File: src/rtl/qgi_pkg.sv
// Package: shared types, widths and the micro-op table of the gyro integrator.
`timescale 1ns / 1ps
package qgi_pkg;

  // Field and datapath widths
  localparam int RATE_W      = 23;
  localparam int DT_W        = 24;
  localparam int QUAT_W      = 32;
  localparam int IN_TDATA_W  = 96;
  localparam int OUT_TDATA_W = 288;
  localparam int N_ENTRIES   = 9;
  localparam int OPND_W      = 33;
  localparam int PROD_W      = 2 * OPND_W;
  localparam int ACC_W       = 74;
  localparam int H_W         = 40;
  localparam int NQ_W        = 40;
  localparam int MAG_W       = 31;
  localparam int RAD_W       = 64;
  localparam int ROOT_W      = 32;
  localparam int K_W         = 4;
  localparam int STEP_W      = 6;

  localparam logic signed [RATE_W-1:0] RATE_LIMIT = 23'sd2293760;

  // Sequencer states
  typedef enum logic [3:0] {
    ST_IDLE,
    ST_MAC,
    ST_SCALE,
    ST_ROOT,
    ST_ROOT_WAIT,
    ST_DIV,
    ST_DIV_WAIT,
    ST_OUT
  } state_t;

  // Operand selects for the shared multiplier
  typedef enum logic [4:0] {
    OP_QW, OP_QX, OP_QY, OP_QZ,
    OP_RX, OP_RY, OP_RZ, OP_DT,
    OP_HIX, OP_HIY, OP_HIZ,
    OP_LOX, OP_LOY, OP_LOZ,
    OP_M0, OP_M1, OP_M2, OP_M3
  } opnd_t;

  // Product alignment before accumulation
  typedef enum logic [1:0] {
    SH_NONE,
    SH_ONE,
    SH_BYTE
  } shift_t;

  // Where a finished accumulation is written
  typedef enum logic [4:0] {
    WB_NONE,
    WB_HX, WB_HY, WB_HZ,
    WB_NQ0, WB_NQ1, WB_NQ2, WB_NQ3,
    WB_SUMSQ,
    WB_M0, WB_M1, WB_M2, WB_M3, WB_M4, WB_M5, WB_M6, WB_M7, WB_M8
  } wb_t;

  typedef struct packed {
    opnd_t  a;
    opnd_t  b;
    logic   neg;
    shift_t sh;
    logic   clr;
    wb_t    wb;
  } uop_t;

  // Control beat from the sequencer to the multiply-accumulate unit
  typedef struct packed {
    logic                     mul_en;
    logic                     acc_en;
    logic signed [OPND_W-1:0] a;
    logic signed [OPND_W-1:0] b;
    logic                     neg;
    shift_t                   sh;
    logic                     clr;
  } mac_ctl_t;

  function automatic uop_t mk(input opnd_t a, input opnd_t b, input logic neg,
                              input shift_t sh, input logic clr, input wb_t wb);
    uop_t u;
    u.a   = a;
    u.b   = b;
    u.neg = neg;
    u.sh  = sh;
    u.clr = clr;
    u.wb  = wb;
    return u;
  endfunction

  // Micro-op program: half angles, quaternion update, squares, matrix
  function automatic uop_t uop_at(input logic [STEP_W-1:0] s);
    uop_t u;
    case (s)
      // half angles: rate * dt
      6'd0:  u = mk(OP_RX, OP_DT, 1'b0, SH_NONE, 1'b1, WB_HX);
      6'd1:  u = mk(OP_RY, OP_DT, 1'b0, SH_NONE, 1'b1, WB_HY);
      6'd2:  u = mk(OP_RZ, OP_DT, 1'b0, SH_NONE, 1'b1, WB_HZ);
      // w' = w - x hx - y hy - z hz
      6'd3:  u = mk(OP_QX, OP_HIX, 1'b1, SH_BYTE, 1'b1, WB_NONE);
      6'd4:  u = mk(OP_QX, OP_LOX, 1'b1, SH_NONE, 1'b0, WB_NONE);
      6'd5:  u = mk(OP_QY, OP_HIY, 1'b1, SH_BYTE, 1'b0, WB_NONE);
      6'd6:  u = mk(OP_QY, OP_LOY, 1'b1, SH_NONE, 1'b0, WB_NONE);
      6'd7:  u = mk(OP_QZ, OP_HIZ, 1'b1, SH_BYTE, 1'b0, WB_NONE);
      6'd8:  u = mk(OP_QZ, OP_LOZ, 1'b1, SH_NONE, 1'b0, WB_NQ0);
      // x' = x + w hx + y hz - z hy
      6'd9:  u = mk(OP_QW, OP_HIX, 1'b0, SH_BYTE, 1'b1, WB_NONE);
      6'd10: u = mk(OP_QW, OP_LOX, 1'b0, SH_NONE, 1'b0, WB_NONE);
      6'd11: u = mk(OP_QY, OP_HIZ, 1'b0, SH_BYTE, 1'b0, WB_NONE);
      6'd12: u = mk(OP_QY, OP_LOZ, 1'b0, SH_NONE, 1'b0, WB_NONE);
      6'd13: u = mk(OP_QZ, OP_HIY, 1'b1, SH_BYTE, 1'b0, WB_NONE);
      6'd14: u = mk(OP_QZ, OP_LOY, 1'b1, SH_NONE, 1'b0, WB_NQ1);
      // y' = y + w hy - x hz + z hx
      6'd15: u = mk(OP_QW, OP_HIY, 1'b0, SH_BYTE, 1'b1, WB_NONE);
      6'd16: u = mk(OP_QW, OP_LOY, 1'b0, SH_NONE, 1'b0, WB_NONE);
      6'd17: u = mk(OP_QX, OP_HIZ, 1'b1, SH_BYTE, 1'b0, WB_NONE);
      6'd18: u = mk(OP_QX, OP_LOZ, 1'b1, SH_NONE, 1'b0, WB_NONE);
      6'd19: u = mk(OP_QZ, OP_HIX, 1'b0, SH_BYTE, 1'b0, WB_NONE);
      6'd20: u = mk(OP_QZ, OP_LOX, 1'b0, SH_NONE, 1'b0, WB_NQ2);
      // z' = z + w hz + x hy - y hx
      6'd21: u = mk(OP_QW, OP_HIZ, 1'b0, SH_BYTE, 1'b1, WB_NONE);
      6'd22: u = mk(OP_QW, OP_LOZ, 1'b0, SH_NONE, 1'b0, WB_NONE);
      6'd23: u = mk(OP_QX, OP_HIY, 1'b0, SH_BYTE, 1'b0, WB_NONE);
      6'd24: u = mk(OP_QX, OP_LOY, 1'b0, SH_NONE, 1'b0, WB_NONE);
      6'd25: u = mk(OP_QY, OP_HIX, 1'b1, SH_BYTE, 1'b0, WB_NONE);
      6'd26: u = mk(OP_QY, OP_LOX, 1'b1, SH_NONE, 1'b0, WB_NQ3);
      // sum of squares of scaled magnitudes
      6'd27: u = mk(OP_M0, OP_M0, 1'b0, SH_NONE, 1'b1, WB_NONE);
      6'd28: u = mk(OP_M1, OP_M1, 1'b0, SH_NONE, 1'b0, WB_NONE);
      6'd29: u = mk(OP_M2, OP_M2, 1'b0, SH_NONE, 1'b0, WB_NONE);
      6'd30: u = mk(OP_M3, OP_M3, 1'b0, SH_NONE, 1'b0, WB_SUMSQ);
      // rotation matrix
      6'd31: u = mk(OP_QW, OP_QW, 1'b0, SH_NONE, 1'b1, WB_NONE);
      6'd32: u = mk(OP_QX, OP_QX, 1'b0, SH_NONE, 1'b0, WB_NONE);
      6'd33: u = mk(OP_QY, OP_QY, 1'b1, SH_NONE, 1'b0, WB_NONE);
      6'd34: u = mk(OP_QZ, OP_QZ, 1'b1, SH_NONE, 1'b0, WB_M0);
      6'd35: u = mk(OP_QX, OP_QY, 1'b0, SH_ONE, 1'b1, WB_NONE);
      6'd36: u = mk(OP_QW, OP_QZ, 1'b1, SH_ONE, 1'b0, WB_M1);
      6'd37: u = mk(OP_QX, OP_QZ, 1'b0, SH_ONE, 1'b1, WB_NONE);
      6'd38: u = mk(OP_QW, OP_QY, 1'b0, SH_ONE, 1'b0, WB_M2);
      6'd39: u = mk(OP_QX, OP_QY, 1'b0, SH_ONE, 1'b1, WB_NONE);
      6'd40: u = mk(OP_QW, OP_QZ, 1'b0, SH_ONE, 1'b0, WB_M3);
      6'd41: u = mk(OP_QW, OP_QW, 1'b0, SH_NONE, 1'b1, WB_NONE);
      6'd42: u = mk(OP_QX, OP_QX, 1'b1, SH_NONE, 1'b0, WB_NONE);
      6'd43: u = mk(OP_QY, OP_QY, 1'b0, SH_NONE, 1'b0, WB_NONE);
      6'd44: u = mk(OP_QZ, OP_QZ, 1'b1, SH_NONE, 1'b0, WB_M4);
      6'd45: u = mk(OP_QY, OP_QZ, 1'b0, SH_ONE, 1'b1, WB_NONE);
      6'd46: u = mk(OP_QW, OP_QX, 1'b1, SH_ONE, 1'b0, WB_M5);
      6'd47: u = mk(OP_QX, OP_QZ, 1'b0, SH_ONE, 1'b1, WB_NONE);
      6'd48: u = mk(OP_QW, OP_QY, 1'b1, SH_ONE, 1'b0, WB_M6);
      6'd49: u = mk(OP_QY, OP_QZ, 1'b0, SH_ONE, 1'b1, WB_NONE);
      6'd50: u = mk(OP_QW, OP_QX, 1'b0, SH_ONE, 1'b0, WB_M7);
      6'd51: u = mk(OP_QW, OP_QW, 1'b0, SH_NONE, 1'b1, WB_NONE);
      6'd52: u = mk(OP_QX, OP_QX, 1'b1, SH_NONE, 1'b0, WB_NONE);
      6'd53: u = mk(OP_QY, OP_QY, 1'b1, SH_NONE, 1'b0, WB_NONE);
      6'd54: u = mk(OP_QZ, OP_QZ, 1'b0, SH_NONE, 1'b0, WB_M8);
      default: u = mk(OP_QW, OP_QW, 1'b0, SH_NONE, 1'b1, WB_NONE);
    endcase
    return u;
  endfunction

endpackage

File: src/rtl/qgi_mac.sv
// Shared signed multiply-accumulate unit with a registered product.
`timescale 1ns / 1ps
module qgi_mac (
  input  logic                          clk,
  input  qgi_pkg::mac_ctl_t             ctl,
  output logic signed [qgi_pkg::ACC_W-1:0] acc
);
  import qgi_pkg::*;

  logic signed [PROD_W-1:0] prod_r, prod_nxt;
  logic signed [ACC_W-1:0]  acc_r, acc_nxt;
  logic signed [ACC_W-1:0]  pext, pshift, base;

  // product stage
  always_comb begin
    prod_nxt = ctl.mul_en ? ctl.a * ctl.b : prod_r;
  end

  // align, sign and accumulate
  always_comb begin
    pext = {{(ACC_W-PROD_W){prod_r[PROD_W-1]}}, prod_r};
    case (ctl.sh)
      SH_NONE: pshift = pext;
      SH_ONE:  pshift = pext <<< 1;
      SH_BYTE: pshift = pext <<< 8;
      default: pshift = pext;
    endcase
    base = ctl.clr ? '0 : acc_r;
    if (!ctl.acc_en) begin
      acc_nxt = acc_r;
    end else if (ctl.neg) begin
      acc_nxt = base - pshift;
    end else begin
      acc_nxt = base + pshift;
    end
  end

  always_ff @(posedge clk) begin
    prod_r <= prod_nxt;
    acc_r  <= acc_nxt;
  end

  assign acc = acc_r;

endmodule

File: config.mk
export PLATFORM = sky130hd
export DESIGN_NAME = qgi_mac
export DESIGN_NICKNAME = d
export VERILOG_FILES = /design/src/rtl/qgi_pkg.sv /design/src/rtl/qgi_mac.sv
export SDC_FILE = /design/constraint.sdc
export NUM_CORES = 2
export LEC_CHECK = 0
export BUFFER_PORTS_ARGS = -buffer_cell sky130_fd_sc_hd__clkbuf_2
export CORE_AREA = 5 5 362 364
export CTS_CLUSTER_DIAMETER = 50
export DETAILED_ROUTE_END_ITERATION = 6
export DIE_AREA = 0 0 367 369
export PLACE_DENSITY = 0.67
export RECOVER_POWER = 25
export SYNTH_ARGS = -nofsm -noshare
export SYNTH_HDL_FRONTEND = slang
export SYNTH_SLANG_ARGS = --single-unit
File: constraint.sdc
create_clock -name clk -period 10.2 [get_ports clk]
set_clock_uncertainty 0.1 [all_clocks]
set_input_delay 1.53 -clock clk [delete_from_list [all_inputs] [get_ports clk]]
set_output_delay 1.53 -clock clk [all_outputs]
set_load 0.01 [all_outputs]
==> flow_summary.toml <==
[worst_setup_path]
reg2reg_depth = 19
critPathArrivalTime_ns = 9.55
path_class = "input pin to flop"
worstSetupEndpoint = "prod_r[64]$_DFFE_PP_"
r2r-start = "prod_r[5]$_DFFE_PP_"
r2r_slack_ns = 4.05
r2r-end = "acc[73]$_DFFE_PP_"
startpoint_type = "input pin"
endpoint_kind = "flop"
startpoint = "ctl[4]"
required_ns = 10.30
worstPathMaxFanout = 17

[yosys]
synthCells = 5505
syn_avg_cell_area_sq_um = 9.20
syn-num-nets = 7017
synthTopCellsByArea = "fa_1 45%, inv_1 8.5%, edfxtp_1 8.3%"
synth_edf_count = 140
syn-cell-area_sq_mm = 0.0507
synth.top_cell.area_share_pct = 45.3
synth_seq_cells = 140
async_flop_share_pct = 0
synth_common_cells = "1,150 x inv_1, 1,146 x fa_1, 645 x nand2_1"
seq_area_frac_synth_pct = 8.30
ys_types = 86
ys.flop_type = "edfxtp_1"
yosys_warnings = 0
yosys.area.top_type = "fa_1"
synth.most_common_cell = "inv_1"

[clocking]
cts_root_buf = "clkbuf_16"
cts_hold_buf = 0
cts_setup_buffers = 0
cts_resized = 0
cts_tree = "done"
clock_latency_ns = 0.45
cts_buffers = 17
cts_sinks = 140
clockBufferDepth = 2
htreeDepth = 4
cts.reportedPaths.clkPinSlew_ns = 0.06

[sta]
maxSlewViolCount = 142
fin_crit_ns = 9.45
hold_viol = 0
final.setup.tns_ns = 0
timing.fmax_mhz = 106
setup_viol = 0
relSlewSlack_pct = -180
worst_slew_pin_slew_ns = 4.21
fin_hold_ws_ns = 0.704
finalCritPeriodShare_pct = 92.6
rsz0062_at_grt = "no"

[die]
die-area_sq_mm = 0.135
io_pins = 147
chipWidth_microns = 367
die_h_microns = 369
coreArea_sq_mm = 0.127
fp-row-count = 131
start_util_pct = 39.9

[route]
wl_mm = 140
drc = 1
drtAntennaViolNets = 0
vias = 37500
vias_per_cell = 5.23
drt_iter0_markers = 2673
wl_per_cell_microns = 19.6
first_pass_iters = 7

[grt]
grt_pass1_wl_mm = 226
grt_usage_pct = 21.0
grt_pass1_vias = 40300
grt_max_degree = 78
antenna_found_initial = 8
grt-ovfl-total = 0

[run_status]
violations = "DRC, capacitance limit, slew limit"
status = "complete, but fails checks"

[placement]
io_buffers = 146
place_congestion = 0.934
place_inst = 7133
hpwl_mm = 120

[flow_run]
max_cap_viol_count = 2

[hold_path]
hold_class = "flop to flop"

[cells_and_area]
final_nets = 7002
fill_cells = 12300
final_cells = 7167
syn_to_final_growth_pct = 6.14
drive_above_1_share_pct = 5.71
[how the worst min path moves through the flow]
stage	start	endpoint	slack, ns	cells past startpoint
global route	acc[0]$_DFFE_PP_	acc[0]$_DFFE_PP_	0.78	3
detailed placement	acc[0]$_DFFE_PP_	acc[0]$_DFFE_PP_	0.71	3
global placement	acc[0]$_DFFE_PP_	acc[0]$_DFFE_PP_	0.68	3
floorplan	prod_r[65]$_DFFE_PP_	acc[73]$_DFFE_PP_	0.69	3
CTS	acc[0]$_DFFE_PP_	acc[0]$_DFFE_PP_	0.72	3
finish	acc[0]$_DFFE_PP_	acc[0]$_DFFE_PP_	0.70	3
[cell families after synthesis]
logic type | count (synthesis) | share of synthesized area [%]
adder cells (fa/ha/maj) | 1439 | 52.5
AND/OR/NAND/NOR | 1606 | 16.0
flip-flops | 140 | 8.30
XOR/XNOR | 213 | 3.68
buffers and inverters | 1439 | 10.7
AO/OA/AOI/OAI | 668 | 8.73
[worst max-delay path, cell delays in order]
cell and delay [ns]:
clkbuf_2 0.32, clkbuf_1 0.66, and2_1 0.26, fa_1 0.39
inv_1 0.10, fa_1 0.43, fa_1 0.51, fa_1 0.56
inv_1 0.04, ha_1 0.27, ha_1 0.31, fa_1 0.52
fa_1 0.42, ha_1 0.35, a21o_1 0.19, a211oi_1 0.53
a21boi_1 0.41, a2111oi_1 0.11, buf_4 0.19, o211a_1 0.22
nor3_2 0.36, o21ai_1 0.21, a211oi_1 0.37, o21ai_1 0.12
xor2_1 0.15
[routing by layer]
metal	wire length [microns]	vias to the layer above	global-route usage (%)
li1	-	16800	-
met1	58600	19100	27.5
met2	65600	1405	34.8
met3	11800	238	4.93
met4	4400	6	6.19
met5	34	-	0
[per-stage QoR]
step / util, % / area (sq um) / setup slack [ns]
after floorplan: - / 50700 / 0.957
after global placement: 41.9 / 53200 / 0.445
after detailed placement: 41.9 / 53200 / 0.435
after CTS: 42.3 / 53800 / 0.914
after global routing: 42.3 / 53800 / 0.326
final: 42.3 / 53800 / 0.754
[placed cells by master (no fill, tap or decap), types with 21 or more instances in the layout]
cell type  instances
nand3_1           31
nor2b_1           89
o21ai_1           23
o21bai_1          35
xnor2_1          109
o21a_1            21
a21o_1            70
and2_1           539
nor3_1            24
a221o_1           50
a31oi_1           30
nand2b_1          25
xor2_1           104
nor2_1           135
clkbuf_2         145
nand2_1          645
o21ai_0          121
a21oi_1          186
and3_1            28
edfxtp_1         140
inv_1           1150
buf_4            104
nand4_1           33
fa_1            1146
ha_1             291
[registers in the layout, indices dropped and copies added, names as in the netlist]
signal and count:
acc 74, prod_r 66
[cell type report]
class / instances / area (sq um) / area share, %
sequential: 140 / 4200 / 7.82
clock inverter: 13 / 144 / 0.268
timing repair buffer: 254 / 1560 / 2.90
antenna: 2 / 5.00 / 0.00931
clock buffer: 19 / 433 / 0.805
tap: 1662 / 2080 / 3.87
inverter: 1151 / 4320 / 8.04
multi-input combinational: 3926 / 41000 / 76.3
Power is not shown: default switching activity piles up to over one toggle a cycle in this logic, so the estimate is an artifact.
