==> src/rtl/qgi_pkg.sv <==
// Package: shared types, widths and the micro-op table of the gyro integrator.
`timescale 1ns / 1ps
package qgi_pkg;

  // Field and datapath widths
  localparam int RATE_W      = 23;
  localparam int DT_W        = 24;
  localparam int QUAT_W      = 32;
  localparam int IN_TDATA_W  = 96;
  localparam int OUT_TDATA_W = 288;
  localparam int N_ENTRIES   = 9;
  localparam int OPND_W      = 33;
  localparam int PROD_W      = 2 * OPND_W;
  localparam int ACC_W       = 74;
  localparam int H_W         = 40;
  localparam int NQ_W        = 40;
  localparam int MAG_W       = 31;
  localparam int RAD_W       = 64;
  localparam int ROOT_W      = 32;
  localparam int K_W         = 4;
  localparam int STEP_W      = 6;

  localparam logic signed [RATE_W-1:0] RATE_LIMIT = 23'sd2293760;

  // Sequencer states
  typedef enum logic [3:0] {
    ST_IDLE,
    ST_MAC,
    ST_SCALE,
    ST_ROOT,
    ST_ROOT_WAIT,
    ST_DIV,
    ST_DIV_WAIT,
    ST_OUT
  } state_t;

  // Operand selects for the shared multiplier
  typedef enum logic [4:0] {
    OP_QW, OP_QX, OP_QY, OP_QZ,
    OP_RX, OP_RY, OP_RZ, OP_DT,
    OP_HIX, OP_HIY, OP_HIZ,
    OP_LOX, OP_LOY, OP_LOZ,
    OP_M0, OP_M1, OP_M2, OP_M3
  } opnd_t;

  // Product alignment before accumulation
  typedef enum logic [1:0] {
    SH_NONE,
    SH_ONE,
    SH_BYTE
  } shift_t;

  // Where a finished accumulation is written
  typedef enum logic [4:0] {
    WB_NONE,
    WB_HX, WB_HY, WB_HZ,
    WB_NQ0, WB_NQ1, WB_NQ2, WB_NQ3,
    WB_SUMSQ,
    WB_M0, WB_M1, WB_M2, WB_M3, WB_M4, WB_M5, WB_M6, WB_M7, WB_M8
  } wb_t;

  typedef struct packed {
    opnd_t  a;
    opnd_t  b;
    logic   neg;
    shift_t sh;
    logic   clr;
    wb_t    wb;
  } uop_t;

  // Control beat from the sequencer to the multiply-accumulate unit
  typedef struct packed {
    logic                     mul_en;
    logic                     acc_en;
    logic signed [OPND_W-1:0] a;
    logic signed [OPND_W-1:0] b;
    logic                     neg;
    shift_t                   sh;
    logic                     clr;
  } mac_ctl_t;

  function automatic uop_t mk(input opnd_t a, input opnd_t b, input logic neg,
                              input shift_t sh, input logic clr, input wb_t wb);
    uop_t u;
    u.a   = a;
    u.b   = b;
    u.neg = neg;
    u.sh  = sh;
    u.clr = clr;
    u.wb  = wb;
    return u;
  endfunction

  // Micro-op program: half angles, quaternion update, squares, matrix
  function automatic uop_t uop_at(input logic [STEP_W-1:0] s);
    uop_t u;
    case (s)
      // half angles: rate * dt
      6'd0:  u = mk(OP_RX, OP_DT, 1'b0, SH_NONE, 1'b1, WB_HX);
      6'd1:  u = mk(OP_RY, OP_DT, 1'b0, SH_NONE, 1'b1, WB_HY);
      6'd2:  u = mk(OP_RZ, OP_DT, 1'b0, SH_NONE, 1'b1, WB_HZ);
      // w' = w - x hx - y hy - z hz
      6'd3:  u = mk(OP_QX, OP_HIX, 1'b1, SH_BYTE, 1'b1, WB_NONE);
      6'd4:  u = mk(OP_QX, OP_LOX, 1'b1, SH_NONE, 1'b0, WB_NONE);
      6'd5:  u = mk(OP_QY, OP_HIY, 1'b1, SH_BYTE, 1'b0, WB_NONE);
      6'd6:  u = mk(OP_QY, OP_LOY, 1'b1, SH_NONE, 1'b0, WB_NONE);
      6'd7:  u = mk(OP_QZ, OP_HIZ, 1'b1, SH_BYTE, 1'b0, WB_NONE);
      6'd8:  u = mk(OP_QZ, OP_LOZ, 1'b1, SH_NONE, 1'b0, WB_NQ0);
      // x' = x + w hx + y hz - z hy
      6'd9:  u = mk(OP_QW, OP_HIX, 1'b0, SH_BYTE, 1'b1, WB_NONE);
      6'd10: u = mk(OP_QW, OP_LOX, 1'b0, SH_NONE, 1'b0, WB_NONE);
      6'd11: u = mk(OP_QY, OP_HIZ, 1'b0, SH_BYTE, 1'b0, WB_NONE);
      6'd12: u = mk(OP_QY, OP_LOZ, 1'b0, SH_NONE, 1'b0, WB_NONE);
      6'd13: u = mk(OP_QZ, OP_HIY, 1'b1, SH_BYTE, 1'b0, WB_NONE);
      6'd14: u = mk(OP_QZ, OP_LOY, 1'b1, SH_NONE, 1'b0, WB_NQ1);
      // y' = y + w hy - x hz + z hx
      6'd15: u = mk(OP_QW, OP_HIY, 1'b0, SH_BYTE, 1'b1, WB_NONE);
      6'd16: u = mk(OP_QW, OP_LOY, 1'b0, SH_NONE, 1'b0, WB_NONE);
      6'd17: u = mk(OP_QX, OP_HIZ, 1'b1, SH_BYTE, 1'b0, WB_NONE);
      6'd18: u = mk(OP_QX, OP_LOZ, 1'b1, SH_NONE, 1'b0, WB_NONE);
      6'd19: u = mk(OP_QZ, OP_HIX, 1'b0, SH_BYTE, 1'b0, WB_NONE);
      6'd20: u = mk(OP_QZ, OP_LOX, 1'b0, SH_NONE, 1'b0, WB_NQ2);
      // z' = z + w hz + x hy - y hx
      6'd21: u = mk(OP_QW, OP_HIZ, 1'b0, SH_BYTE, 1'b1, WB_NONE);
      6'd22: u = mk(OP_QW, OP_LOZ, 1'b0, SH_NONE, 1'b0, WB_NONE);
      6'd23: u = mk(OP_QX, OP_HIY, 1'b0, SH_BYTE, 1'b0, WB_NONE);
      6'd24: u = mk(OP_QX, OP_LOY, 1'b0, SH_NONE, 1'b0, WB_NONE);
      6'd25: u = mk(OP_QY, OP_HIX, 1'b1, SH_BYTE, 1'b0, WB_NONE);
      6'd26: u = mk(OP_QY, OP_LOX, 1'b1, SH_NONE, 1'b0, WB_NQ3);
      // sum of squares of scaled magnitudes
      6'd27: u = mk(OP_M0, OP_M0, 1'b0, SH_NONE, 1'b1, WB_NONE);
      6'd28: u = mk(OP_M1, OP_M1, 1'b0, SH_NONE, 1'b0, WB_NONE);
      6'd29: u = mk(OP_M2, OP_M2, 1'b0, SH_NONE, 1'b0, WB_NONE);
      6'd30: u = mk(OP_M3, OP_M3, 1'b0, SH_NONE, 1'b0, WB_SUMSQ);
      // rotation matrix
      6'd31: u = mk(OP_QW, OP_QW, 1'b0, SH_NONE, 1'b1, WB_NONE);
      6'd32: u = mk(OP_QX, OP_QX, 1'b0, SH_NONE, 1'b0, WB_NONE);
      6'd33: u = mk(OP_QY, OP_QY, 1'b1, SH_NONE, 1'b0, WB_NONE);
      6'd34: u = mk(OP_QZ, OP_QZ, 1'b1, SH_NONE, 1'b0, WB_M0);
      6'd35: u = mk(OP_QX, OP_QY, 1'b0, SH_ONE, 1'b1, WB_NONE);
      6'd36: u = mk(OP_QW, OP_QZ, 1'b1, SH_ONE, 1'b0, WB_M1);
      6'd37: u = mk(OP_QX, OP_QZ, 1'b0, SH_ONE, 1'b1, WB_NONE);
      6'd38: u = mk(OP_QW, OP_QY, 1'b0, SH_ONE, 1'b0, WB_M2);
      6'd39: u = mk(OP_QX, OP_QY, 1'b0, SH_ONE, 1'b1, WB_NONE);
      6'd40: u = mk(OP_QW, OP_QZ, 1'b0, SH_ONE, 1'b0, WB_M3);
      6'd41: u = mk(OP_QW, OP_QW, 1'b0, SH_NONE, 1'b1, WB_NONE);
      6'd42: u = mk(OP_QX, OP_QX, 1'b1, SH_NONE, 1'b0, WB_NONE);
      6'd43: u = mk(OP_QY, OP_QY, 1'b0, SH_NONE, 1'b0, WB_NONE);
      6'd44: u = mk(OP_QZ, OP_QZ, 1'b1, SH_NONE, 1'b0, WB_M4);
      6'd45: u = mk(OP_QY, OP_QZ, 1'b0, SH_ONE, 1'b1, WB_NONE);
      6'd46: u = mk(OP_QW, OP_QX, 1'b1, SH_ONE, 1'b0, WB_M5);
      6'd47: u = mk(OP_QX, OP_QZ, 1'b0, SH_ONE, 1'b1, WB_NONE);
      6'd48: u = mk(OP_QW, OP_QY, 1'b1, SH_ONE, 1'b0, WB_M6);
      6'd49: u = mk(OP_QY, OP_QZ, 1'b0, SH_ONE, 1'b1, WB_NONE);
      6'd50: u = mk(OP_QW, OP_QX, 1'b0, SH_ONE, 1'b0, WB_M7);
      6'd51: u = mk(OP_QW, OP_QW, 1'b0, SH_NONE, 1'b1, WB_NONE);
      6'd52: u = mk(OP_QX, OP_QX, 1'b1, SH_NONE, 1'b0, WB_NONE);
      6'd53: u = mk(OP_QY, OP_QY, 1'b1, SH_NONE, 1'b0, WB_NONE);
      6'd54: u = mk(OP_QZ, OP_QZ, 1'b0, SH_NONE, 1'b0, WB_M8);
      default: u = mk(OP_QW, OP_QW, 1'b0, SH_NONE, 1'b1, WB_NONE);
    endcase
    return u;
  endfunction

endpackage

==> src/rtl/qgi_div.sv <==
// Iterative restoring divider: round(mag * 2^QUAT_FRAC_BITS / den), one bit per cycle.
`timescale 1ns / 1ps
module qgi_div #(
  parameter int QUAT_FRAC_BITS = 30
) (
  input  logic                          clk,
  input  logic                          rst_n,
  input  logic                          start,
  input  logic [qgi_pkg::MAG_W-1:0]     mag,
  input  logic [qgi_pkg::ROOT_W-1:0]    den,
  output logic                          done,
  output logic [qgi_pkg::QUAT_W-1:0]    quo
);
  import qgi_pkg::*;

  localparam int QB    = QUAT_FRAC_BITS + 1;
  localparam int CNT_W = $clog2(QB);
  localparam int DVD_W = 64;

  logic [QB-1:0]     dl_r, dl_nxt;
  logic [QB-1:0]     q_r, q_nxt;
  logic [ROOT_W-1:0] rem_r, rem_nxt;
  logic [CNT_W-1:0]  cnt_r, cnt_nxt;
  logic              busy_r, busy_nxt;
  logic              done_r, done_nxt;
  logic [DVD_W-1:0]  dvd, dvd_hi;
  logic [ROOT_W:0]   rem_sh;

  // dividend carries the rounding half of the denominator
  always_comb begin
    dvd    = (DVD_W'(mag) << QUAT_FRAC_BITS) + DVD_W'(den >> 1);
    dvd_hi = dvd >> QB;
    rem_sh = {rem_r, dl_r[QB-1]};
    dl_nxt   = dl_r;
    q_nxt    = q_r;
    rem_nxt  = rem_r;
    cnt_nxt  = cnt_r;
    busy_nxt = busy_r;
    done_nxt = 1'b0;
    if (start) begin
      dl_nxt   = dvd[QB-1:0];
      rem_nxt  = dvd_hi[ROOT_W-1:0];
      q_nxt    = '0;
      cnt_nxt  = CNT_W'(QB - 1);
      busy_nxt = 1'b1;
    end else if (busy_r) begin
      dl_nxt = dl_r << 1;
      if (rem_sh >= {1'b0, den}) begin
        rem_nxt = ROOT_W'(rem_sh - {1'b0, den});
        q_nxt   = {q_r[QB-2:0], 1'b1};
      end else begin
        rem_nxt = rem_sh[ROOT_W-1:0];
        q_nxt   = {q_r[QB-2:0], 1'b0};
      end
      cnt_nxt = cnt_r - 1'b1;
      if (cnt_r == '0) begin
        busy_nxt = 1'b0;
        done_nxt = 1'b1;
      end
    end
  end

  always_ff @(posedge clk) begin
    if (!rst_n) begin
      busy_r <= 1'b0;
      done_r <= 1'b0;
      cnt_r  <= '0;
    end else begin
      busy_r <= busy_nxt;
      done_r <= done_nxt;
      cnt_r  <= cnt_nxt;
    end
    dl_r  <= dl_nxt;
    q_r   <= q_nxt;
    rem_r <= rem_nxt;
  end

  assign done = done_r;
  assign quo  = QUAT_W'(q_r);

endmodule

==> config.mk <==
export PLATFORM = sky130hd
export DESIGN_NAME = qgi_div
export DESIGN_NICKNAME = d
export VERILOG_FILES = /design/src/rtl/qgi_pkg.sv /design/src/rtl/qgi_div.sv
export SDC_FILE = /design/constraint.sdc
export NUM_CORES = 1
export LEC_CHECK = 0
export BUFFER_PORTS_ARGS = -buffer_cell sky130_fd_sc_hd__buf_4
export CAP_MARGIN = 15
export CORE_ASPECT_RATIO = 1.2
export CORE_MARGIN = 2
export CORE_UTILIZATION = 34
export DETAILED_ROUTE_END_ITERATION = 6
export HOLD_SLACK_MARGIN = 0.02
export PLACE_DENSITY = 0.62
export REMOVE_ABC_BUFFERS = 1
export SLEW_MARGIN = 40
export SYNTH_ARGS = -nofsm -noshare
export SYNTH_HDL_FRONTEND = slang
export SYNTH_SLANG_ARGS = --single-unit
==> constraint.sdc <==
create_clock -name clk -period 2.7 [get_ports clk]
set_input_delay 0.135 -clock clk [delete_from_list [all_inputs] [get_ports clk]]
set_output_delay 0.135 -clock clk [all_outputs]
set_load 0.005 [all_outputs]
==> impl_metrics.yaml <==
clocking:
  clk_path_buf_depth: 2
  cts_tree: "yes"
  path_clk_slew_ns: 0.09
  clock_sinks: 101
  cts_max_level: 3
  clk-insertion-delay-late_ns: 0.37
  cts_buffers: 9
  cts_root_buffer: "clkbuf_16"
sta:
  fin_ws_ns: -0.233
  setup_tns_ns: -4.84
  final.min_clock_period_ns: 2.93
  fin_hold_ws_ns: 0.0378
  maxSlewViolCount: 0
  hold_viol_final: 0
  setup-violations-final: 33
  rsz0062_at_grt: "true"
  max_freq_ghz: 0.341
  post-route-period-util_pct: 109
  final.setup_skew_ns: 0.0137
worst_setup_path:
  cp.arrival_ns: 3.06
  cp_slowest_stage_delay_ns: 0.40
  regToRegEndpoint: "rem_r[30]$_DFFE_PP_"
  worstPathRequired_ns: 2.83
  path_cells: "buf_4, ha_4, nor2b_4, o31a_1, o2111ai_2, o211ai_1, a21oi_2, or2_4, buf_12, buf_4, a21oi_2, o21ai_1, and2_1"
  cp-start-kind: "flop"
  critical_path_class: "reg2reg"
  crit_path_end_kind: "flop"
  r2r-start: "rem_r[0]$_DFFE_PP_"
  r2r_setup_slack_ns: -0.23
  cp_max_fo: 5
  r2r.worst_path.cells: 13
  slowest_stage: "edfxtp_1"
logic_synthesis:
  async_flop_share_pct: 0
  synth_flop_cell: "edfxtp_1"
  synth_area_sq_um: 6670
  synth_cell_type_count: 65
  synth_largest_area_cell: "edfxtp_1"
  synth-seq-cells: 101
  synth.top_cell.area_share_pct: 28.4
  netlist_top_cells_area: "edfxtp_1 28%, dfxtp_1 11%, ha_1 6.8%"
  ys_seq_area_share_pct: 39.8
  ys.warnings.count: 0
  syn_inst: 700
  syn_avg_cell_area_sq_um: 9.52
  synth-edff-count: 63
power:
  vdd_drop_max_mv: 0.441
  p_leak_nw: 3.77
  p_per_area_nw_per_um2: 702
  finalPower_mw: 6.34
cells_and_area:
  fin_area_sq_um: 9030
  diodes: 0
  layout_common_cells: "181 x buf_4, 66 x nor2_1, 63 x edfxtp_1"
  fillCellCount: 1846
  fin_nets: 977
  layout_commonest_cell: "buf_4"
  drive_gt1_share_pct: 34.8
  area_delta_synth_final_pct: 35.5
  final_core_util_pct: 46.5
min_path:
  hp-start: "rst_n"
  hold_path_class: "in2reg"
  whs_path_depth: 2
  hold_path_end: "cnt_r[4]$_SDFFE_PN0P_"
place:
  gp_congestion: 0.873
  dp_hpwl_mm: 12.6
  portBuffers: 97
  place_area_sq_um: 8160
detailed_routing:
  antenna_left: 0
  dr_total_vias: 5636
  drc: 0
  drt_iter0_markers: 269
  post_drt_wl_per_cell_um: 15.4
  met2_length_mm: 8.41
  wl_met1_mm: 7.70
  vias_per_cell: 4.94
  dr_wl_met3_mm: 1.22
  wirelength_mm: 17.5
  top_layer: "met4"
  drt_pre_antenna_iters: 4
die:
  initial_core_util_pct: 34.3
  die_x_um: 132
  die_area_sq_um: 20700
  rows: 56
  io_pins: 99
  core_area_sq_um: 19400
  die_h_um: 157
outcome:
  violations: "negative setup slack"
  outcome: "complete, but fails checks"
global_route:
  antenna_found_initial: 0
  grt_pass1_vias: 5669
  gr-total-overflow: 0
  grt_usage_pct: 16.5
  grt_pass1_wl_mm: 27.8
  grt_max_degree: 69
flow_run:
  maxCapViolations: 0
## per-layer routing
layer	up-vias	GRT usage, %
met5	-	0
met4	0	4.30
met3	17	5.41
met2	136	28.1
met1	2627	20.3
li1	2856	-
## worst max-delay path by stage
| stage | start | endpoint | slack (ns) |
|---|---|---|---|
| 5_1_grt | dl_r[30]$_DFFE_PP_ | rem_r[30]$_DFFE_PP_ | -0.35 |
| 3_3_place_gp | rem_r[0]$_DFFE_PP_ | rem_r[27]$_DFFE_PP_ | -0.09 |
| 3_5_place_dp | rem_r[0]$_DFFE_PP_ | rem_r[30]$_DFFE_PP_ | -0.15 |
| 4_1_cts | dl_r[30]$_DFFE_PP_ | rem_r[16]$_DFFE_PP_ | -0.11 |
| 6_report | rem_r[0]$_DFFE_PP_ | rem_r[30]$_DFFE_PP_ | -0.23 |
| 2_1_floorplan | rem_r[5]$_DFFE_PP_ | rem_r[3]$_DFFE_PP_ | -0.47 |
## state kept, by name, indices dropped and copies added (netlist names)
signal and count:
done 1, rem_r 32, q_r 31, dl_r 31, cnt_r 5, busy_r 1
## timing repair
item                                    4_1_cts  5_1_grt
endpoints found under the setup margin       26       33
cloned                                        1        3
hold buffers                                  0        0
pin swaps                                    21       36
resized for setup                            19       41
buffers inserted                              7       16
## cells by family (layout without fill, tap and decap cells)
logic type / count (synthesis) / after routing / share of synthesized area (%)
AND/OR/NAND/NOR: 202 / 202 / 14.7
XOR/XNOR: 56 / 56 / 7.36
buffers and inverters: 72 / 251 / 4.69
AO/OA/AOI/OAI: 163 / 163 / 15.6
multiplexers: 68 / 68 / 10.8
flip-flops: 101 / 101 / 39.8
adder cells (fa/ha/maj): 37 / 37 / 7.06
other: 1 / 1 / 0.0563
## cell type report
type	instances	area (sq um)	area share (%)
clock buffer	9	225	2.49
tap	261	327	3.62
timing repair buffer	197	1650	18.2
sequential	101	2650	29.4
multi-input combinational	527	3950	43.7
clock inverter	7	88.8	0.984
inverter	38	143	1.58
## through the flow
stage          worst slack [ns]  std cells
5_1_grt                  -0.353       1140
6_report                 -0.233       1140
3_3_place_gp            -0.0909       1097
2_1_floorplan            -0.472        666
4_1_cts                  -0.112       1121
3_5_place_dp             -0.151       1097
## Yosys cell counts, types with 9 or more instances
library cell and instances:
nand4_1 11, xor2_1 24, nor3_1 9, edfxtp_1 63, inv_1 38, o211ai_1 9, ha_1 36, buf_2 10
clkbuf_1 17, xnor2_1 32, nand3_1 19, a21oi_1 59, dfxtp_1 38, a211oi_1 14, o21ai_0 23, mux2_2 30
mux2i_1 38, nand2_1 53, nor2_1 68
## critical path: cells and delay by family (launching register included)
| family | cells | cell delay [ns] |
|---|---|---|
| adder cells (fa/ha/maj) | 1 | 0.26 |
| flip-flops | 1 | 0.40 |
| AND/OR/NAND/NOR | 3 | 0.60 |
| buffers and inverters | 3 | 0.45 |
| AO/OA/AOI/OAI | 6 | 0.99 |
## power by group
group / internal, mW / switching [mW] / leakage (nW) / total, mW
combinational: 1.55 / 1.43 / 2.67 / 2.99
sequential: 1.87 / 0.107 / 0.942 / 1.98
clock: 0.673 / 0.699 / 0.153 / 1.37
Note: power is estimated with default switching activity, not from simulation.
