File: config.mk
export PLATFORM = sky130hd
export DESIGN_NAME = qgi_sqrt
export DESIGN_NICKNAME = d
export VERILOG_FILES = /design/src/rtl/qgi_pkg.sv /design/src/rtl/qgi_sqrt.sv
export SDC_FILE = /design/constraint.sdc
export NUM_CORES = 1
export LEC_CHECK = 0
export BUFFER_PORTS_ARGS = -buffer_cell sky130_fd_sc_hd__buf_2
export CAP_MARGIN = 10
export CORE_MARGIN = 4
export CORE_UTILIZATION = 53
export CTS_CLUSTER_DIAMETER = 120
export DETAILED_ROUTE_END_ITERATION = 12
export PLACE_DENSITY = 0.73
export SLEW_MARGIN = 20
export SYNTH_ARGS = -nofsm -noshare
export SYNTH_HDL_FRONTEND = slang
export SYNTH_SLANG_ARGS = --single-unit
File: constraint.sdc
create_clock -name clk -period 2.7 [get_ports clk]
set_clock_uncertainty 0.15 [all_clocks]
set_input_delay 0.54 -clock clk [delete_from_list [all_inputs] [get_ports clk]]
set_output_delay 0.54 -clock clk [all_outputs]
set_load 0.02 [all_outputs]
File: src/rtl/qgi_pkg.sv
// Package: shared types, widths and the micro-op table of the gyro integrator.
`timescale 1ns / 1ps
package qgi_pkg;

  // Field and datapath widths
  localparam int RATE_W      = 23;
  localparam int DT_W        = 24;
  localparam int QUAT_W      = 32;
  localparam int IN_TDATA_W  = 96;
  localparam int OUT_TDATA_W = 288;
  localparam int N_ENTRIES   = 9;
  localparam int OPND_W      = 33;
  localparam int PROD_W      = 2 * OPND_W;
  localparam int ACC_W       = 74;
  localparam int H_W         = 40;
  localparam int NQ_W        = 40;
  localparam int MAG_W       = 31;
  localparam int RAD_W       = 64;
  localparam int ROOT_W      = 32;
  localparam int K_W         = 4;
  localparam int STEP_W      = 6;

  localparam logic signed [RATE_W-1:0] RATE_LIMIT = 23'sd2293760;

  // Sequencer states
  typedef enum logic [3:0] {
    ST_IDLE,
    ST_MAC,
    ST_SCALE,
    ST_ROOT,
    ST_ROOT_WAIT,
    ST_DIV,
    ST_DIV_WAIT,
    ST_OUT
  } state_t;

  // Operand selects for the shared multiplier
  typedef enum logic [4:0] {
    OP_QW, OP_QX, OP_QY, OP_QZ,
    OP_RX, OP_RY, OP_RZ, OP_DT,
    OP_HIX, OP_HIY, OP_HIZ,
    OP_LOX, OP_LOY, OP_LOZ,
    OP_M0, OP_M1, OP_M2, OP_M3
  } opnd_t;

  // Product alignment before accumulation
  typedef enum logic [1:0] {
    SH_NONE,
    SH_ONE,
    SH_BYTE
  } shift_t;

  // Where a finished accumulation is written
  typedef enum logic [4:0] {
    WB_NONE,
    WB_HX, WB_HY, WB_HZ,
    WB_NQ0, WB_NQ1, WB_NQ2, WB_NQ3,
    WB_SUMSQ,
    WB_M0, WB_M1, WB_M2, WB_M3, WB_M4, WB_M5, WB_M6, WB_M7, WB_M8
  } wb_t;

  typedef struct packed {
    opnd_t  a;
    opnd_t  b;
    logic   neg;
    shift_t sh;
    logic   clr;
    wb_t    wb;
  } uop_t;

  // Control beat from the sequencer to the multiply-accumulate unit
  typedef struct packed {
    logic                     mul_en;
    logic                     acc_en;
    logic signed [OPND_W-1:0] a;
    logic signed [OPND_W-1:0] b;
    logic                     neg;
    shift_t                   sh;
    logic                     clr;
  } mac_ctl_t;

  function automatic uop_t mk(input opnd_t a, input opnd_t b, input logic neg,
                              input shift_t sh, input logic clr, input wb_t wb);
    uop_t u;
    u.a   = a;
    u.b   = b;
    u.neg = neg;
    u.sh  = sh;
    u.clr = clr;
    u.wb  = wb;
    return u;
  endfunction

  // Micro-op program: half angles, quaternion update, squares, matrix
  function automatic uop_t uop_at(input logic [STEP_W-1:0] s);
    uop_t u;
    case (s)
      // half angles: rate * dt
      6'd0:  u = mk(OP_RX, OP_DT, 1'b0, SH_NONE, 1'b1, WB_HX);
      6'd1:  u = mk(OP_RY, OP_DT, 1'b0, SH_NONE, 1'b1, WB_HY);
      6'd2:  u = mk(OP_RZ, OP_DT, 1'b0, SH_NONE, 1'b1, WB_HZ);
      // w' = w - x hx - y hy - z hz
      6'd3:  u = mk(OP_QX, OP_HIX, 1'b1, SH_BYTE, 1'b1, WB_NONE);
      6'd4:  u = mk(OP_QX, OP_LOX, 1'b1, SH_NONE, 1'b0, WB_NONE);
      6'd5:  u = mk(OP_QY, OP_HIY, 1'b1, SH_BYTE, 1'b0, WB_NONE);
      6'd6:  u = mk(OP_QY, OP_LOY, 1'b1, SH_NONE, 1'b0, WB_NONE);
      6'd7:  u = mk(OP_QZ, OP_HIZ, 1'b1, SH_BYTE, 1'b0, WB_NONE);
      6'd8:  u = mk(OP_QZ, OP_LOZ, 1'b1, SH_NONE, 1'b0, WB_NQ0);
      // x' = x + w hx + y hz - z hy
      6'd9:  u = mk(OP_QW, OP_HIX, 1'b0, SH_BYTE, 1'b1, WB_NONE);
      6'd10: u = mk(OP_QW, OP_LOX, 1'b0, SH_NONE, 1'b0, WB_NONE);
      6'd11: u = mk(OP_QY, OP_HIZ, 1'b0, SH_BYTE, 1'b0, WB_NONE);
      6'd12: u = mk(OP_QY, OP_LOZ, 1'b0, SH_NONE, 1'b0, WB_NONE);
      6'd13: u = mk(OP_QZ, OP_HIY, 1'b1, SH_BYTE, 1'b0, WB_NONE);
      6'd14: u = mk(OP_QZ, OP_LOY, 1'b1, SH_NONE, 1'b0, WB_NQ1);
      // y' = y + w hy - x hz + z hx
      6'd15: u = mk(OP_QW, OP_HIY, 1'b0, SH_BYTE, 1'b1, WB_NONE);
      6'd16: u = mk(OP_QW, OP_LOY, 1'b0, SH_NONE, 1'b0, WB_NONE);
      6'd17: u = mk(OP_QX, OP_HIZ, 1'b1, SH_BYTE, 1'b0, WB_NONE);
      6'd18: u = mk(OP_QX, OP_LOZ, 1'b1, SH_NONE, 1'b0, WB_NONE);
      6'd19: u = mk(OP_QZ, OP_HIX, 1'b0, SH_BYTE, 1'b0, WB_NONE);
      6'd20: u = mk(OP_QZ, OP_LOX, 1'b0, SH_NONE, 1'b0, WB_NQ2);
      // z' = z + w hz + x hy - y hx
      6'd21: u = mk(OP_QW, OP_HIZ, 1'b0, SH_BYTE, 1'b1, WB_NONE);
      6'd22: u = mk(OP_QW, OP_LOZ, 1'b0, SH_NONE, 1'b0, WB_NONE);
      6'd23: u = mk(OP_QX, OP_HIY, 1'b0, SH_BYTE, 1'b0, WB_NONE);
      6'd24: u = mk(OP_QX, OP_LOY, 1'b0, SH_NONE, 1'b0, WB_NONE);
      6'd25: u = mk(OP_QY, OP_HIX, 1'b1, SH_BYTE, 1'b0, WB_NONE);
      6'd26: u = mk(OP_QY, OP_LOX, 1'b1, SH_NONE, 1'b0, WB_NQ3);
      // sum of squares of scaled magnitudes
      6'd27: u = mk(OP_M0, OP_M0, 1'b0, SH_NONE, 1'b1, WB_NONE);
      6'd28: u = mk(OP_M1, OP_M1, 1'b0, SH_NONE, 1'b0, WB_NONE);
      6'd29: u = mk(OP_M2, OP_M2, 1'b0, SH_NONE, 1'b0, WB_NONE);
      6'd30: u = mk(OP_M3, OP_M3, 1'b0, SH_NONE, 1'b0, WB_SUMSQ);
      // rotation matrix
      6'd31: u = mk(OP_QW, OP_QW, 1'b0, SH_NONE, 1'b1, WB_NONE);
      6'd32: u = mk(OP_QX, OP_QX, 1'b0, SH_NONE, 1'b0, WB_NONE);
      6'd33: u = mk(OP_QY, OP_QY, 1'b1, SH_NONE, 1'b0, WB_NONE);
      6'd34: u = mk(OP_QZ, OP_QZ, 1'b1, SH_NONE, 1'b0, WB_M0);
      6'd35: u = mk(OP_QX, OP_QY, 1'b0, SH_ONE, 1'b1, WB_NONE);
      6'd36: u = mk(OP_QW, OP_QZ, 1'b1, SH_ONE, 1'b0, WB_M1);
      6'd37: u = mk(OP_QX, OP_QZ, 1'b0, SH_ONE, 1'b1, WB_NONE);
      6'd38: u = mk(OP_QW, OP_QY, 1'b0, SH_ONE, 1'b0, WB_M2);
      6'd39: u = mk(OP_QX, OP_QY, 1'b0, SH_ONE, 1'b1, WB_NONE);
      6'd40: u = mk(OP_QW, OP_QZ, 1'b0, SH_ONE, 1'b0, WB_M3);
      6'd41: u = mk(OP_QW, OP_QW, 1'b0, SH_NONE, 1'b1, WB_NONE);
      6'd42: u = mk(OP_QX, OP_QX, 1'b1, SH_NONE, 1'b0, WB_NONE);
      6'd43: u = mk(OP_QY, OP_QY, 1'b0, SH_NONE, 1'b0, WB_NONE);
      6'd44: u = mk(OP_QZ, OP_QZ, 1'b1, SH_NONE, 1'b0, WB_M4);
      6'd45: u = mk(OP_QY, OP_QZ, 1'b0, SH_ONE, 1'b1, WB_NONE);
      6'd46: u = mk(OP_QW, OP_QX, 1'b1, SH_ONE, 1'b0, WB_M5);
      6'd47: u = mk(OP_QX, OP_QZ, 1'b0, SH_ONE, 1'b1, WB_NONE);
      6'd48: u = mk(OP_QW, OP_QY, 1'b1, SH_ONE, 1'b0, WB_M6);
      6'd49: u = mk(OP_QY, OP_QZ, 1'b0, SH_ONE, 1'b1, WB_NONE);
      6'd50: u = mk(OP_QW, OP_QX, 1'b0, SH_ONE, 1'b0, WB_M7);
      6'd51: u = mk(OP_QW, OP_QW, 1'b0, SH_NONE, 1'b1, WB_NONE);
      6'd52: u = mk(OP_QX, OP_QX, 1'b1, SH_NONE, 1'b0, WB_NONE);
      6'd53: u = mk(OP_QY, OP_QY, 1'b1, SH_NONE, 1'b0, WB_NONE);
      6'd54: u = mk(OP_QZ, OP_QZ, 1'b0, SH_NONE, 1'b0, WB_M8);
      default: u = mk(OP_QW, OP_QW, 1'b0, SH_NONE, 1'b1, WB_NONE);
    endcase
    return u;
  endfunction

endpackage

File: src/rtl/qgi_sqrt.sv
// Iterative integer square root, one root bit per cycle.
`timescale 1ns / 1ps
module qgi_sqrt (
  input  logic                          clk,
  input  logic                          rst_n,
  input  logic                          start,
  input  logic [qgi_pkg::RAD_W-1:0]     radicand,
  output logic                          done,
  output logic [qgi_pkg::ROOT_W-1:0]    root
);
  import qgi_pkg::*;

  localparam int REM_W = ROOT_W + 4;
  localparam int CNT_W = $clog2(ROOT_W);

  logic [RAD_W-1:0]  rad_r, rad_nxt;
  logic [REM_W-1:0]  rem_r, rem_nxt;
  logic [ROOT_W-1:0] root_r, root_nxt;
  logic [CNT_W-1:0]  cnt_r, cnt_nxt;
  logic              busy_r, busy_nxt;
  logic              done_r, done_nxt;
  logic [REM_W-1:0]  rem_sh, trial;

  // one restoring step per cycle
  always_comb begin
    rem_sh   = {rem_r[REM_W-3:0], rad_r[RAD_W-1 -: 2]};
    trial    = {2'b00, root_r, 2'b01};
    rad_nxt  = rad_r;
    rem_nxt  = rem_r;
    root_nxt = root_r;
    cnt_nxt  = cnt_r;
    busy_nxt = busy_r;
    done_nxt = 1'b0;
    if (start) begin
      rad_nxt  = radicand;
      rem_nxt  = '0;
      root_nxt = '0;
      cnt_nxt  = CNT_W'(ROOT_W - 1);
      busy_nxt = 1'b1;
    end else if (busy_r) begin
      rad_nxt = rad_r << 2;
      if (rem_sh >= trial) begin
        rem_nxt  = rem_sh - trial;
        root_nxt = {root_r[ROOT_W-2:0], 1'b1};
      end else begin
        rem_nxt  = rem_sh;
        root_nxt = {root_r[ROOT_W-2:0], 1'b0};
      end
      cnt_nxt = cnt_r - 1'b1;
      if (cnt_r == '0) begin
        busy_nxt = 1'b0;
        done_nxt = 1'b1;
      end
    end
  end

  always_ff @(posedge clk) begin
    if (!rst_n) begin
      busy_r <= 1'b0;
      done_r <= 1'b0;
      cnt_r  <= '0;
    end else begin
      busy_r <= busy_nxt;
      done_r <= done_nxt;
      cnt_r  <= cnt_nxt;
    end
    rad_r  <= rad_nxt;
    rem_r  <= rem_nxt;
    root_r <= root_nxt;
  end

  assign done = done_r;
  assign root = root_r;

endmodule

==> flow_summary_export.csv, run 1 <==
group,metric,value,unit
outcome,run_status,"finished, violations left",
outcome,violations,"setup timing",
timing,min_period_over_period,107.9,%
timing,fin_ws,-212.7,ps
logic_synthesis,synth_top_area_share,25.77,%
clock_network,clockBufferDepth,2,
hold_path,whs_path_depth,2,
cells_and_area,antenna_cells,0,
place,dp_hpwl,12.84,mm
power,leakagePower,4.384,nW
power,ir_drop,980.0,uV
cells_and_area,seq_area,3415,sq um
logic_synthesis,synth_seq_area_share,45.37,%
logic_synthesis,synth_fp_nets,817,
global_routing,grt_max_degree,65,
logic_synthesis,async_flop_share,0,%
floorplanning,num_rows,43,
logic_synthesis,synth_edf_count,64,
place,dp.cells,1071,
global_routing,grt_pass1_wl,31.46,mm
route,vias_per_cell,5.586,
route,post_drt_wl_per_cell,17.23,um
global_routing,grt-busiest-layer,"met2",
timing,setup_viol,31,
cells_and_area,drive_gt1_share,45.30,%
floorplanning,fp.dieArea,16030,sq um
global_routing,grt_overflow,0,
clock_network,cts_hold_buf,0,
route,dr.pass1.iters,5,
setup_path,worstRegToRegCells,12,
setup_path,path_max_fanout,6,
timing,tightest_slew,568.1,ps
setup_path,crit_required,2840,ps
setup_path,startpoint_type,"register",
floorplanning,io_pins,100,
power,power_density,1269,nW/um^2
logic_synthesis,yosys.area.top_type,"edfxtp_1",
place,pre_cts_ws,-203.0,ps
logic_synthesis,synth.distinct_cells,60,
logic_synthesis,synthFlopType,"dfxtp_1",
timing,rsz0062_at_grt,"true",
timing,fin_crit,2913,ps
clock_network,cts_made_buffers,17,
place,io_buffers,99,
route,ant_nets,0,
cells_and_area,multiInputGateArea,4219,sq um
cells_and_area,final_cells,1127,
timing,drv_slew,0,
logic_synthesis,synth_common_cells,"nor2_1 (77), dfxtp_1 (73), edfxtp_1 (64)",
setup_path,critPathKind,"reg2reg",
clock_network,root_buffer,"clkbuf_16",
logic_synthesis,netlist_area,7457,sq um
global_routing,use_met2,41.56,%
clock_network,htreeDepth,4,
cells_and_area,nFillCells,905,
timing,fmax,343.3,MHz
floorplanning,die_x,126.6,um
global_routing,antenna_found_initial,0,
route,drc_errors,0,
cells_and_area,area_growth,37.80,%
global_routing,grt.total_usage,24.18,%
floorplanning,start_util,53.93,%
clock_network,cts_sinks,137,
floorplanning,core,13830,sq um
timing,relSlewSlack,62.12,%
route,drtIter0Drc,464,
timing,hold_violations,0,
power,power,13.04,mW
logic_synthesis,post-synth-top-count-cell,"nor2_1",
timing,setup_tns,-3763,ps
place,gp_congestion,0.9176,
clock_network,clk_latency,430,ps
run,drv_cap,0,
clock_network,cts_tree,"done",
global_routing,met1_usage,29.82,%
hold_path,hp-class,"in2reg",
floorplanning,die_y,126.6,um
setup_path,worstPathArrival,3060,ps
logic_synthesis,ys_ff_latch,137,
route,drt-total-wl,19.42,mm
logic_synthesis,synth.avg_cell_area,10.44,sq um
global_routing,met3_usage,4.337,%
route,vias,6295,
setup_path,end_kind,"register",
logic_synthesis,synth.area.top_cells,"edfxtp_1 (26%), dfxtp_1 (20%), mux2_2 (9.5%), mux2i_1 (7.0%), ha_1 (6.0%)",
logic_synthesis,synthCells,714,
cells_and_area,fin_nets,1037,
clock_network,clk_pin_slew,60,ps
global_routing,grt_pass1_vias,6536,
logic_synthesis,synth_warnings,0,
## flip-flops by register name, summed over array words and instances, names as in the netlist
register  flops
busy_r        1
cnt_r         5
done          1
rad_r        64
rem_r        34
root         32
## critical path, stage by stage, from the launching register on
cell       delay [ps]
dfxtp_4           340
inv_2              40
ha_4              220
a21o_1            160
or3_1             330
o21ai_2           220
a211oi_2          110
a211oi_2          250
o2111ai_2         220
nand2_4           170
buf_6             180
mux2i_2           280
a211oi_2          110
## placed cells by master (no fill, tap or decap), drive strengths merged, types with 6 or more instances in the layout
cell type,synthesis,routed
nand2b,6,6
dfxtp,73,73
o311ai,6,6
o21ai,25,25
nand3,15,15
ha,36,36
a21oi,36,36
nand4,6,6
mux2i,52,52
edfxtp,64,64
a31oi,6,6
nor2,77,77
o31ai,6,6
mux2,63,63
clkbuf,24,19
a21o,14,14
a211oi,20,20
xor2,13,13
buf,14,239
inv,43,50
o21a,6,6
nor3,10,10
xnor2,20,20
nand2,33,33
## metal layers
metal,up-vias,wire [um]
met5,-,0
li1,3044,-
met4,0,577
met2,186,9809
met3,55,852
met1,3010,8177
## cells by family (layout without fill, tap and decap cells)
family                   count (synthesis)  in the layout  synth area share [%]
AO/OA/AOI/OAI                          144            144                 13.26
XOR/XNOR                                33             33                 3.876
adder cells (fa/ha/maj)                 36             36                 6.040
buffers and inverters                   81            314                 4.631
flip-flops                             137            137                 45.37
multiplexers                           115            115                 16.49
AND/OR/NAND/NOR                        168            168                 10.34
## cell type report
class / instances / share of cell area, %
multi-input combinational: 496 / 41.06
sequential: 137 / 33.23
timing repair buffer: 239 / 15.93
clock buffer: 19 / 4.517
tap: 180 / 2.192
inverter: 43 / 1.571
clock inverter: 13 / 1.510
## stage by stage
stage	instance area [sq um]	hold slack [ps]	util, %
finish	10280	242.2	74.32
global route	10280	239.0	74.32
CTS	10090	230.8	73.01
detailed placement	8989	320.2	65.01
global placement	8989	313.9	65.01
floorplan	7561	291.9	-
## power breakdown
group          switching, mW  internal [mW]  total, mW  leakage, nW
clock network          0.967           1.47       2.43        0.300
logic                   3.84           4.06       7.90         2.83
registers              0.216           2.49       2.71         1.25
total                   5.02           8.02       13.0         4.38
## path summary, 6_finish.rpt
path | from | endpoint | slack, ps
worst min register to register | rem_r[16] | rem_r[16] | 340
worst max register to register | root[5] | rem_r[25] | -210
worst max-delay path | root[5] | rem_r[25] | -210
worst min-delay path | radicand[1] | rad_r[1] | 240
## what timing repair did
action,in CTS,in global routing
endpoints found under the setup margin,34,35
resized for setup,66,32
pin swaps,22,18
setup buffers,19,6
No activity file was read; power rests on OpenSTA's default activity.
==> run 2: changes to the inputs <==
Settings changed: CORE_ASPECT_RATIO from default to 1.4.
==> flow_summary_export.csv, run 2 (synthesized netlist as in run 1, its figures left out) <==
group,metric,value,unit
setup_path,startpoint_type,"register",
place,place_area,9105,sq um
route,ant_nets,0,
setup_path,worstPathArrival,3020,ps
cells_and_area,final_cells,1135,
outcome,run_status,"finished, violations left",
floorplanning,die_x,108.3,um
floorplanning,fp.dieArea,16060,sq um
clock_network,cts_sinks,137,
clock_network,clockBufferDepth,2,
power,ir_drop,795.0,uV
clock_network,root_buffer,"clkbuf_16",
global_routing,grt_pass1_vias,6691,
timing,fin_ws,-199.8,ps
timing,setup_tns,-4529,ps
power,leakagePower,4.395,nW
place,dp_hpwl,13.28,mm
clock_network,cts_made_buffers,17,
cells_and_area,fin_nets,1040,
clock_network,clk_pin_slew,60,ps
timing,rsz0062_at_grt,"true",
setup_path,rrSetupSlack,-200,ps
route,drtIter0Drc,389,
global_routing,grt_overflow,0,
setup_path,r2r-start,"root[5]",
floorplanning,core,13850,sq um
floorplanning,start_util,53.85,%
cells_and_area,top_register,"rad_r",
place,dp.cells,1089,
route,vias,6403,
cells_and_area,final_cell_mix,"buf_4 (133), buf_2 (98), nor2_1 (77)",
timing,tightest_slew,827.9,ps
setup_path,cp-endpoint,"rem_r[7]",
cells_and_area,layout_commonest_cell,"buf_4",
cells_and_area,nFillCells,932,
place,io_buffers,99,
cells_and_area,seq_area,3411,sq um
global_routing,grt_pass1_wl,31.12,mm
timing,fmax,344.8,MHz
outcome,violations,"setup timing",
floorplanning,io_pins,100,
cells_and_area,multiInputGateArea,4150,sq um
run,drv_cap,0,
power,power_density,1290,nW/um^2
power,power,13.23,mW
floorplanning,die_y,148.4,um
cells_and_area,largest_reg_flops,64,
cells_and_area,area_growth,37.47,%
timing,drv_slew,0,
setup_path,end_kind,"register",
place,pre_cts_ws,-228.2,ps
setup_path,critPathKind,"reg2reg",
timing,hold_violations,0,
route,vias_per_cell,5.641,
global_routing,grt_max_degree,61,
setup_path,worstRegToRegCells,13,
cells_and_area,drive_gt1_share,43.79,%
cells_and_area,antenna_cells,0,
setup_path,path_max_fanout,7,
route,dr.pass1.iters,5,
timing,fin_crit,2900,ps
clock_network,htreeDepth,4,
setup_path,r2r-end,"rem_r[7]",
timing,relSlewSlack,44.81,%
route,post_drt_wl_per_cell,17.42,um
hold_path,hp-class,"in2reg",
cells_and_area,fin_area,10250,sq um
route,drt-total-wl,19.77,mm
global_routing,antenna_found_initial,0,
floorplanning,num_rows,51,
setup_path,crit_required,2820,ps
hold_path,min_from,"radicand[0]",
global_routing,grt.total_usage,24.24,%
place,gp_congestion,0.8896,
setup_path,critPathLaunch,"root[5]",
clock_network,clk_latency,420,ps
route,drc_errors,0,
clock_network,cts_tree,"done",
clock_network,cts_hold_buf,0,
timing,min_period_over_period,107.4,%
timing,setup_viol,34,
-- run 2: cell types whose count changed in the layout (fill, tap and decap cells not counted), moves of 4 or more --
cell | previous run | this run
buf_4 | 128 | 133
ha_4 | 15 | 11
inv_2 | 7 | 3
nand3_1 | 10 | 14
-- run 2: power by group --
group	switching, mW	leakage, nW	internal, mW
registers	0.207	1.25	2.49
clock network	0.960	0.308	1.57
logic	3.85	2.84	4.15
-- run 2: layer usage --
| metal | track usage [%] | routed length, um | vias up |
|---|---|---|---|
| li1 | - | - | 3055 |
| met1 | 25.99 | 7540 | 3076 |
| met2 | 43.65 | 10530 | 211 |
| met3 | 6.644 | 1020 | 61 |
| met4 | 11.24 | 677 | 0 |
| met5 | 0 | 0 | - |
-- run 2: how the worst min path moves through the flow --
stage,slack [ps],to,depth (start not counted)
2_1_floorplan,290,rem_r[0],2
3_3_place_gp,320,rem_r[32],2
3_5_place_dp,330,rem_r[2],2
4_1_cts,250,rad_r[0],2
5_1_grt,250,rad_r[40],2
6_report,260,rad_r[0],2
-- run 2: critical path: stages, from the launching register on --
cell       delay, ps
dfxtp_4          360
inv_4             30
ha_4             250
a21o_1           200
or3_4            340
o21ai_4          160
a211oi_2         100
a211oi_2         220
o2111ai_2        190
nand2_4          210
buf_6            130
clkbuf_16        140
mux2i_1          170
a211oi_1          80
-- run 2: final cells by class --
class                   instances  share of cell area, %
well taps                     185                  2.258
clock buffers                  18                  4.186
flip-flops and latches        137                  33.27
clock inverters                14                  2.038
multi-input cells             496                  40.49
repair buffers                242                  16.16
inverters                      43                  1.599
-- run 2: repair_timing --
action                     in CTS  in global routing
resized for setup              30                 43
setup endpoints to repair      34                 35
pin swaps                      10                 18
setup buffers                   2                 12
cloned                          0                  1
-- run 2: metrics by stage --
stage	util [%]	hold WS, ps
2_1_floorplan	-	291.9
3_3_place_gp	65.75	318.2
3_5_place_dp	65.75	329.0
4_1_cts	71.74	248.3
5_1_grt	74.03	254.1
6_report	74.03	258.5
